**src/rtl/button_edge_event_tracker_core_defines.svh**
```systemverilog
// Assertion macros for the button edge event tracker.
// Included by the top level; depends on nothing else.
`ifndef BUTTON_EDGE_EVENT_TRACKER_CORE_DEFINES_SVH
`define BUTTON_EDGE_EVENT_TRACKER_CORE_DEFINES_SVH

// Check a consequent in the same cycle as its antecedent.
`define BETT_ASSERT_NOW(lbl, clk, rst_n, ante, cons, msg) \
    lbl: assert property (@(posedge clk) disable iff (!rst_n) (ante) |-> (cons)) \
        else $error(msg);

// Check a consequent in the cycle after its antecedent.
`define BETT_ASSERT_NEXT(lbl, clk, rst_n, ante, cons, msg) \
    lbl: assert property (@(posedge clk) disable iff (!rst_n) (ante) |=> (cons)) \
        else $error(msg);

`endif

```
**src/rtl/bett_pkg.sv**
```systemverilog
// Shared types, codes and a helper function for the button edge event tracker.
// No dependencies.
package bett_pkg;

    localparam int APB_AW = 3;
    localparam logic [31:0] STALE_LIMIT_RESET = 32'd100000;

    typedef enum logic [0:0] {
        REG_STALE_LIMIT = 1'b0
    } t_reg;

    typedef enum logic [1:0] {
        FUNC_SAMPLE = 2'd0,
        FUNC_GET    = 2'd1,
        FUNC_CLEAR  = 2'd2
    } t_func;

    typedef enum logic [0:0] {
        KIND_DOWN = 1'b0,
        KIND_UP   = 1'b1
    } t_kind;

    typedef struct packed {
        logic [31:0] press;
        logic [31:0] rel;
        logic [31:0] levels;
        logic [63:0] stamp;
    } t_rec;

    typedef struct packed {
        logic       flag;
        logic [4:0] button_index;
        logic       event_kind;
    } t_result;

    function automatic logic [4:0] lowest_set(input logic [31:0] v);
        logic [4:0] idx;
        idx = '0;
        for (int i = 31; i >= 0; i--) begin
            if (v[i]) begin
                idx = 5'(i);
            end
        end
        return idx;
    endfunction

endpackage

```
**src/rtl/bett_if.sv**
```systemverilog
// Valid/ready channel interfaces for the button edge event tracker.
// Depends on nothing.
interface bett_in_if;
    logic        valid;
    logic        ready;
    logic [1:0]  func;
    logic [2:0]  task_req;
    logic [31:0] button_levels;
    logic [63:0] now_us;

    modport source (output valid, output func, output task_req, output button_levels,
                    output now_us, input ready);
    modport sink (input valid, input func, input task_req, input button_levels,
                  input now_us, output ready);
endinterface

interface bett_out_if;
    logic       valid;
    logic       ready;
    logic       flag;
    logic [4:0] button_index;
    logic       event_kind;

    modport source (output valid, output flag, output button_index, output event_kind,
                    input ready);
    modport sink (input valid, input flag, input button_index, input event_kind,
                  output ready);
endinterface

```
**src/rtl/bett_cfg.sv**
```systemverilog
// APB register block holding the stale limit.
// Depends on bett_pkg.
module bett_cfg (
    input  logic                       i_clk,
    input  logic                       i_rst_n,
    input  logic                       psel,
    input  logic                       penable,
    input  logic                       pwrite,
    input  logic [bett_pkg::APB_AW-1:0] paddr,
    input  logic [31:0]                pwdata,
    output logic [31:0]                prdata,
    output logic                       pready,
    output logic [31:0]                o_stale_limit
);
    import bett_pkg::*;

    logic [31:0] r_stale_limit;
    logic        s_sel_limit;

    assign s_sel_limit = (paddr[2] == REG_STALE_LIMIT);
    assign pready = 1'b1;
    assign prdata = s_sel_limit ? r_stale_limit : 32'd0;
    assign o_stale_limit = r_stale_limit;

    always_ff @(posedge i_clk) begin
        if (!i_rst_n) begin
            r_stale_limit <= STALE_LIMIT_RESET;
        end else if (psel && penable && pwrite && pready && s_sel_limit) begin
            r_stale_limit <= pwdata;
        end
    end

endmodule

```
**src/rtl/bett_engine.sv**
```systemverilog
// Record update and event selection for one item against one task record.
// Depends on bett_pkg.
module bett_engine #(
    parameter int BUTTON_COUNT = 32
) (
    input  logic [1:0]       i_func,
    input  logic [31:0]      i_levels,
    input  logic [63:0]      i_now,
    input  logic [31:0]      i_stale_limit,
    input  bett_pkg::t_rec   i_rec,
    output bett_pkg::t_rec   o_rec,
    output logic             o_wr,
    output bett_pkg::t_result o_res
);
    import bett_pkg::*;

    localparam logic [31:0] BTN_MASK = 32'hFFFF_FFFF >> (32 - BUTTON_COUNT);

    logic [31:0] s_lv;
    logic [31:0] s_st;
    logic [63:0] s_age;
    logic        s_stale;
    logic [31:0] s_pp0, s_pr0, s_pp1, s_pr1, s_pp2, s_pr2;
    logic [31:0] s_ev, s_m;
    logic [4:0]  s_idx;
    logic        s_down;

    assign s_lv    = i_levels & BTN_MASK;
    assign s_st    = i_rec.levels;
    assign s_age   = i_now - i_rec.stamp;
    assign s_stale = s_age > {32'd0, i_stale_limit};

    assign s_pp0 = (i_func == FUNC_GET && s_stale) ? 32'd0 : i_rec.press;
    assign s_pr0 = (i_func == FUNC_GET && s_stale) ? 32'd0 : i_rec.rel;
    assign s_pp1 = (s_pp0 | (s_lv & ~s_st)) & BTN_MASK;
    assign s_pr1 = (s_pr0 | (~s_lv & s_st)) & BTN_MASK;

    // repair combinations that cannot be reported
    assign s_pr2 = s_pr1 & (s_pp1 | s_st);
    assign s_pp2 = s_pp1 & (s_pr2 | ~s_st);
    assign s_ev  = (s_pp2 & ~s_st) | (s_pr2 & s_st);
    assign s_idx = lowest_set(s_ev);
    assign s_m   = (s_ev != 32'd0) ? (32'd1 << s_idx) : 32'd0;
    assign s_down = ((s_pp2 & s_m) != 32'd0) && ((s_st & s_m) == 32'd0);

    always_comb begin
        o_rec = i_rec;
        o_wr  = 1'b0;
        o_res = '0;
        unique case (i_func)
            FUNC_SAMPLE: begin
                o_wr        = 1'b1;
                o_rec.press = s_pp1;
                o_rec.rel   = s_pr1;
                o_rec.stamp = i_now;
                o_res.flag  = (s_pp1 | s_pr1) != 32'd0;
            end
            FUNC_GET: begin
                o_wr        = 1'b1;
                o_rec.press = s_pp2;
                o_rec.rel   = s_pr2;
                if (s_ev != 32'd0) begin
                    o_res.flag         = 1'b1;
                    o_res.button_index = s_idx;
                    if (s_down) begin
                        o_rec.press      = s_pp2 & ~s_m;
                        o_rec.levels     = s_st | s_m;
                        o_res.event_kind = KIND_DOWN;
                    end else begin
                        o_rec.rel        = s_pr2 & ~s_m;
                        o_rec.levels     = s_st & ~s_m;
                        o_res.event_kind = KIND_UP;
                    end
                end
            end
            FUNC_CLEAR: begin
                o_wr  = 1'b1;
                o_rec = '0;
            end
            default: begin
                o_wr = 1'b0;
            end
        endcase
    end

endmodule

```
**src/rtl/button_edge_event_tracker_core.sv**
```systemverilog
// Button edge event tracker: one press/release record per task.
// Items enter on i_in (valid/ready); one result per item leaves on o_out.
// Func sample latches edges and stamps the time; get drops stale edges,
// latches, repairs and reports the lowest pending change; clear zeroes.
// The stale limit sits in an APB register at address 0 (reset 100000).
// An item enters the input register at its transfer edge; its result is
// loaded into the result register, raising o_out.valid, when the input
// register advances, which waits while a held result is not taken.
// Throughput is one item per cycle while results are taken; each record
// write is seen by the next item, so back-to-back items to one task chain.
// Reset clears all task records and both pipeline stages and restores the
// stale limit to 100000.
// When the receiver stalls, the result register holds and the input
// register fills; i_in.ready drops once both are occupied.
// Depends on bett_pkg, bett_if, bett_cfg, bett_engine and the defines header.
`include "button_edge_event_tracker_core_defines.svh"
module button_edge_event_tracker_core #(
    parameter int TASK_COUNT   = 8,
    parameter int BUTTON_COUNT = 32
) (
    input  logic                        i_clk,
    input  logic                        i_rst_n,
    bett_in_if.sink                     i_in,
    bett_out_if.source                  o_out,
    input  logic                        psel,
    input  logic                        penable,
    input  logic                        pwrite,
    input  logic [bett_pkg::APB_AW-1:0] paddr,
    input  logic [31:0]                 pwdata,
    output logic [31:0]                 prdata,
    output logic                        pready
);
    import bett_pkg::*;

    localparam int TIDX_W = (TASK_COUNT > 1) ? $clog2(TASK_COUNT) : 1;

    t_rec        r_rec [TASK_COUNT];
    logic        r_s1_valid;
    logic [1:0]  r_s1_func;
    logic [2:0]  r_s1_task;
    logic [31:0] r_s1_lv;
    logic [63:0] r_s1_now;
    logic        r_out_valid;
    t_result     r_out;
    t_result     n_out;

    logic [31:0]       s_stale_limit;
    logic              s_adv;
    logic              s_task_ok;
    logic [TIDX_W-1:0] s_idx;
    t_rec              s_rec;
    t_rec              s_rec_next;
    logic              s_wr;
    t_result           s_res;

    bett_cfg u_cfg (
        .i_clk         (i_clk),
        .i_rst_n       (i_rst_n),
        .psel          (psel),
        .penable       (penable),
        .pwrite        (pwrite),
        .paddr         (paddr),
        .pwdata        (pwdata),
        .prdata        (prdata),
        .pready        (pready),
        .o_stale_limit (s_stale_limit)
    );

    assign s_adv      = r_s1_valid && (!r_out_valid || o_out.ready);
    assign i_in.ready = !r_s1_valid || s_adv;
    assign s_task_ok  = {29'd0, r_s1_task} < 32'(TASK_COUNT);
    assign s_idx      = TIDX_W'(r_s1_task);
    assign s_rec      = s_task_ok ? r_rec[s_idx] : '0;

    bett_engine #(
        .BUTTON_COUNT (BUTTON_COUNT)
    ) u_engine (
        .i_func        (r_s1_func),
        .i_levels      (r_s1_lv),
        .i_now         (r_s1_now),
        .i_stale_limit (s_stale_limit),
        .i_rec         (s_rec),
        .o_rec         (s_rec_next),
        .o_wr          (s_wr),
        .o_res         (s_res)
    );

    assign n_out = s_task_ok ? s_res : '0;

    always_ff @(posedge i_clk) begin
        if (!i_rst_n) begin
            r_s1_valid <= 1'b0;
        end else if (i_in.ready) begin
            r_s1_valid <= i_in.valid;
        end
    end

    always_ff @(posedge i_clk) begin
        if (i_in.valid && i_in.ready) begin
            r_s1_func <= i_in.func;
            r_s1_task <= i_in.task_req;
            r_s1_lv   <= i_in.button_levels;
            r_s1_now  <= i_in.now_us;
        end
    end

    always_ff @(posedge i_clk) begin
        if (!i_rst_n) begin
            for (int t = 0; t < TASK_COUNT; t++) begin
                r_rec[t] <= '0;
            end
        end else if (s_adv && s_task_ok && s_wr) begin
            r_rec[s_idx] <= s_rec_next;
        end
    end

    always_ff @(posedge i_clk) begin
        if (!i_rst_n) begin
            r_out_valid <= 1'b0;
        end else if (s_adv) begin
            r_out_valid <= 1'b1;
        end else if (o_out.ready) begin
            r_out_valid <= 1'b0;
        end
    end

    always_ff @(posedge i_clk) begin
        if (s_adv) begin
            r_out <= n_out;
        end
    end

    assign o_out.valid        = r_out_valid;
    assign o_out.flag         = r_out.flag;
    assign o_out.button_index = r_out.button_index;
    assign o_out.event_kind   = r_out.event_kind;

    `BETT_ASSERT_NOW(a_full_stall, i_clk, i_rst_n, r_s1_valid && r_out_valid && !o_out.ready, !i_in.ready, "input taken while both stages are stalled")
    `BETT_ASSERT_NOW(a_kind_flag, i_clk, i_rst_n, o_out.valid && o_out.event_kind, o_out.flag, "up event without flag")
    `BETT_ASSERT_NEXT(a_adv_valid, i_clk, i_rst_n, s_adv, o_out.valid, "advanced item missing at output")

endmodule

```
**src/flat_wrapper.sv**
```systemverilog
// flat-port wrapper written by rule: the top's interface ports become plain ports
module button_edge_event_tracker_core_flat import bett_pkg::*;
#(
    parameter int TASK_COUNT   = 8,
    parameter int BUTTON_COUNT = 32
)
  (i_clk, i_rst_n, psel, penable, pwrite, paddr, pwdata, prdata, pready, i_in_valid, i_in_func, i_in_task_req, i_in_button_levels, i_in_now_us, i_in_ready, o_out_valid, o_out_flag, o_out_button_index, o_out_event_kind, o_out_ready);
  bett_in_if i_in_i ();
  bett_out_if o_out_i ();
  input  logic i_clk;
  input  logic i_rst_n;
  input  logic psel;
  input  logic penable;
  input  logic pwrite;
  input  logic [bett_pkg::APB_AW-1:0] paddr;
  input  logic [31:0] pwdata;
  output logic [31:0] prdata;
  output logic pready;
  input wire logic [$bits(i_in_i.valid)-1:0] i_in_valid;
  input wire logic [$bits(i_in_i.func)-1:0] i_in_func;
  input wire logic [$bits(i_in_i.task_req)-1:0] i_in_task_req;
  input wire logic [$bits(i_in_i.button_levels)-1:0] i_in_button_levels;
  input wire logic [$bits(i_in_i.now_us)-1:0] i_in_now_us;
  output wire logic [$bits(i_in_i.ready)-1:0] i_in_ready;
  output wire logic [$bits(o_out_i.valid)-1:0] o_out_valid;
  output wire logic [$bits(o_out_i.flag)-1:0] o_out_flag;
  output wire logic [$bits(o_out_i.button_index)-1:0] o_out_button_index;
  output wire logic [$bits(o_out_i.event_kind)-1:0] o_out_event_kind;
  input wire logic [$bits(o_out_i.ready)-1:0] o_out_ready;
  assign i_in_i.valid = i_in_valid;
  assign i_in_i.func = i_in_func;
  assign i_in_i.task_req = i_in_task_req;
  assign i_in_i.button_levels = i_in_button_levels;
  assign i_in_i.now_us = i_in_now_us;
  assign i_in_ready = i_in_i.ready;
  assign o_out_valid = o_out_i.valid;
  assign o_out_flag = o_out_i.flag;
  assign o_out_button_index = o_out_i.button_index;
  assign o_out_event_kind = o_out_i.event_kind;
  assign o_out_i.ready = o_out_ready;
  button_edge_event_tracker_core #(.TASK_COUNT(TASK_COUNT), .BUTTON_COUNT(BUTTON_COUNT)) u_core (.i_clk(i_clk), .i_rst_n(i_rst_n), .i_in(i_in_i), .o_out(o_out_i), .psel(psel), .penable(penable), .pwrite(pwrite), .paddr(paddr), .pwdata(pwdata), .prdata(prdata), .pready(pready));
endmodule
```
**config.mk**
```make
export PLATFORM = sky130hd
export DESIGN_NAME = button_edge_event_tracker_core_flat
export DESIGN_NICKNAME = d
export VERILOG_FILES = /design/src/rtl/bett_pkg.sv /design/src/rtl/bett_if.sv /design/src/rtl/bett_cfg.sv /design/src/rtl/bett_engine.sv /design/src/rtl/button_edge_event_tracker_core.sv /design/src/flat_wrapper.sv
export VERILOG_INCLUDE_DIRS = /design/src /design/src/rtl
export SDC_FILE = /design/constraint.sdc
export NUM_CORES = 2
export LEC_CHECK = 0
export BUFFER_PORTS_ARGS = -buffer_cell sky130_fd_sc_hd__buf_2
export CAP_MARGIN = 30
export CORE_MARGIN = 5
export CORE_UTILIZATION = 35
export DETAILED_ROUTE_END_ITERATION = 10
export GPL_TIMING_DRIVEN = 0
export PLACE_DENSITY = 0.6
export SYNTH_ARGS = -nofsm -noshare
export SYNTH_HDL_FRONTEND = slang
export SYNTH_SLANG_ARGS = --single-unit
```
**constraint.sdc**
```tcl
create_clock -name i_clk -period 23.6 [get_ports i_clk]
set_input_delay 1.18 -clock i_clk [delete_from_list [all_inputs] [get_ports i_clk]]
set_output_delay 1.18 -clock i_clk [all_outputs]
set_load 0.02 [all_outputs]
```
==> flow_summary.json <==
{
  "numCtsBuffers": 155,
  "hpwl_mm": 211,
  "clockBufferDepth": 3,
  "cts_tree": "done",
  "antenna_found_initial": 10,
  "die_area_mm2": 0.212,
  "critPathKind": "reg2reg",
  "synthTopCellsByArea": "edfxtp_1, mux4_2, nor2_1",
  "met1_usage": 0.354,
  "synthCells": 5752,
  "num_vias": 53300,
  "placed_area_mm2": 0.0775,
  "hold_violations": 0,
  "grt_max_degree": 55,
  "synth.most_common_cell": "nor2_1",
  "slew_headroom": 0.175,
  "clock-sinks": 1425,
  "yosysUniqueCellTypes": 98,
  "hold_class": "reg2reg",
  "slowest_delay_ns": 0.88,
  "grt_pass1_vias": 52300,
  "core_area_mm2": 0.202,
  "synth_edf_count": 1388,
  "initial_core_util": 0.351,
  "synthFlopType": "edfxtp_1",
  "rsz0062_at_grt": "no",
  "grt_use_met2": 0.430,
  "drc_errors": 0,
  "multiInputGateArea_mm2": 0.0267,
  "synthArstFlopShare": 0,
  "grt_pass1_wl_mm": 401,
  "period_share": 0.765,
  "fin_util": 0.409,
  "drv_cap": 0,
  "p_per_area_mw_per_mm2": 80.0,
  "die_height_um": 460,
  "finalClockSkew_ns": 0.0614,
  "cp.arrival_ns": 18.58,
  "design_area_mm2": 0.0826,
  "dp.cells": 8742,
  "grtUsageTotal": 0.267,
  "clock_latency_ns": 0.84,
  "post_drt_wl_per_cell_um": 31.9,
  "status": "finished clean",
  "ys_ff_latch": 1425,
  "routed_wl_mm": 288,
  "ff_latch_area_mm2": 0.0424,
  "syn_nets": 5997,
  "layout-area-overhead-vs-synth_pct": 16.4,
  "routed_via_density": 5.90,
  "synth_top_area_share": 0.587,
  "hold_buffers": 0,
  "post-route-min-period_ns": 18.05,
  "drive_gt1_frac": 0.169,
  "first_pass_iters": 6,
  "gp_congestion": 1.02,
  "final.setup.tns_ns": 0,
  "yosys.area.top_type": "edfxtp_1",
  "fp.dieW_um": 460,
  "gr-total-overflow": 0,
  "syn-cell-area_mm2": 0.0710,
  "rows": 165,
  "portBuffers": 180,
  "max_freq_mhz": 55.4,
  "final_cells": 9030,
  "path_max_fanout": 10,
  "cp_common_cell": "clkbuf_1",
  "slowest_stage": "dfxtp_1",
  "irDropWorstVdd_mv": 0.0778,
  "leakagePower_nw": 28.5,
  "grt_busiest_layer": "met2",
  "cts_max_level": 4,
  "end_kind": "register",
  "crit_required_ns": 24.14,
  "fin_nets": 6481,
  "drt-initial-drc-count": 6562,
  "met3_usage": 0.0501,
  "yosysWarnings": 0,
  "cts_resized": 0,
  "worstMarginPinSlew_ns": 1.24,
  "postCtsSetupBuffers": 0,
  "finalSetupViolCount": 0,
  "yosysSeqAreaShare": 0.597,
  "slew_viol_final": 0,
  "fillers": 18900,
  "ios": 185,
  "netlist_top_cells_count": "nor2_1, edfxtp_1, nand2_1",
  "clkSlewWorstSetupHoldPaths_ns": 0.06,
  "antenna_left": 0,
  "cp-start-kind": "register",
  "avgSynthCellArea_um2": 12.3,
  "cts_root_buffer": "clkbuf_16"
}
## worst max-delay path, delay by kind of cell, from the launching register on
kind,cells,cell delay [ns]
buffers and inverters,16,7.07
adder cells (fa/ha/maj),2,0.67
AO/OA/AOI/OAI,11,4.21
XOR/XNOR,1,0.26
flip-flops,1,0.88
multiplexers,3,0.96
AND/OR/NAND/NOR,12,3.57
## worst paths after layout
| check | from | endpoint | slack (ns) | cells past startpoint |
|---|---|---|---|---|
| max | register | u_core.r_rec[0][139] | 5.55 | 45 |
| min | u_core.u_cfg.o_stale_limit[4] | u_core.u_cfg.o_stale_limit[4] | 0.46 | 2 |
| max reg2reg | register | u_core.r_rec[0][139] | 5.55 | 45 |
| min reg2reg | u_core.u_cfg.o_stale_limit[4] | u_core.u_cfg.o_stale_limit[4] | 0.46 | 2 |
## per-stage QoR
step / power, mW / setup WS [ns] / hold WS, ns
3_5_place_dp: 4.23 / 5.83 / 0.458
3_3_place_gp: 4.22 / 1.05 / 0.452
2_1_floorplan: 3.71 / 13.25 / 0.443
4_1_cts: 6.62 / 5.76 / 0.465
5_1_grt: 6.82 / 5.37 / 0.478
6_report: 6.61 / 5.55 / 0.465
## layout make-up
cell class              instances  area share
multi-input cells            3839       0.324
well taps                    2672      0.0405
clock inverters                75     0.00992
clock buffers                 198      0.0500
flip-flops and latches       1425       0.513
repair buffers                327      0.0387
diodes                          6    0.000182
inverters                      95     0.00438
plain buffers                 393      0.0195
## flip-flops by register name, summed over array words and instances, names as in the netlist, named ones only
register and cells:
u_core.o_out.button_index 5, u_core.u_cfg.o_stale_limit 32, u_core.r_s1_lv 32, u_core.r_s1_now 64
u_core.r_s1_func 2, u_core.r_s1_valid 1, u_core.o_out.event_kind 1, u_core.r_s1_task 3
u_core.o_out.valid 1, u_core.r_rec 1280, u_core.o_out.flag 1
## cell families after synthesis
family          count (synthesis)  share of synthesized area
compound gates                900                     0.0860
xor+xnor                       68                    0.00839
fa+ha+maj                     102                     0.0181
buf+inv                       488                     0.0275
flops                        1425                      0.597
mux                           512                      0.129
other cells                     1                  0.0000528
simple gates                 2256                      0.133
## power breakdown
group / leakage [nW] / switching (mW) / total, mW / internal (mW)
logic: 11.6 / 0.889 / 1.30 / 0.412
clock network: 2.40 / 1.04 / 2.40 / 1.36
registers: 14.6 / 0.0380 / 2.91 / 2.87
## metal layers
layer / wire [um] / vias up / share of wire
met5: 11 / - / 0.000038
met4: 13700 / 2 / 0.048
met2: 135000 / 3013 / 0.47
met3: 25900 / 555 / 0.090
met1: 114000 / 27200 / 0.39
li1: - / 22500 / -
## cells in the final DEF, fill, tap and decap left out, types with 36 or more instances in the layout
cell / count
o21ai_0: 137
edfxtp_1: 1388
nor2b_1: 38
clkbuf_1: 313
a21oi_1: 298
a31oi_1: 36
mux2i_1: 145
dfxtp_1: 37
inv_1: 94
mux4_2: 320
mux2_2: 41
nand2_1: 334
nand4_1: 48
buf_8: 69
buf_1: 46
ha_1: 101
clkbuf_16: 157
nor3_1: 52
nor2_1: 1509
nand3_1: 74
buf_2: 233
Power figures use the tool's default switching activity.
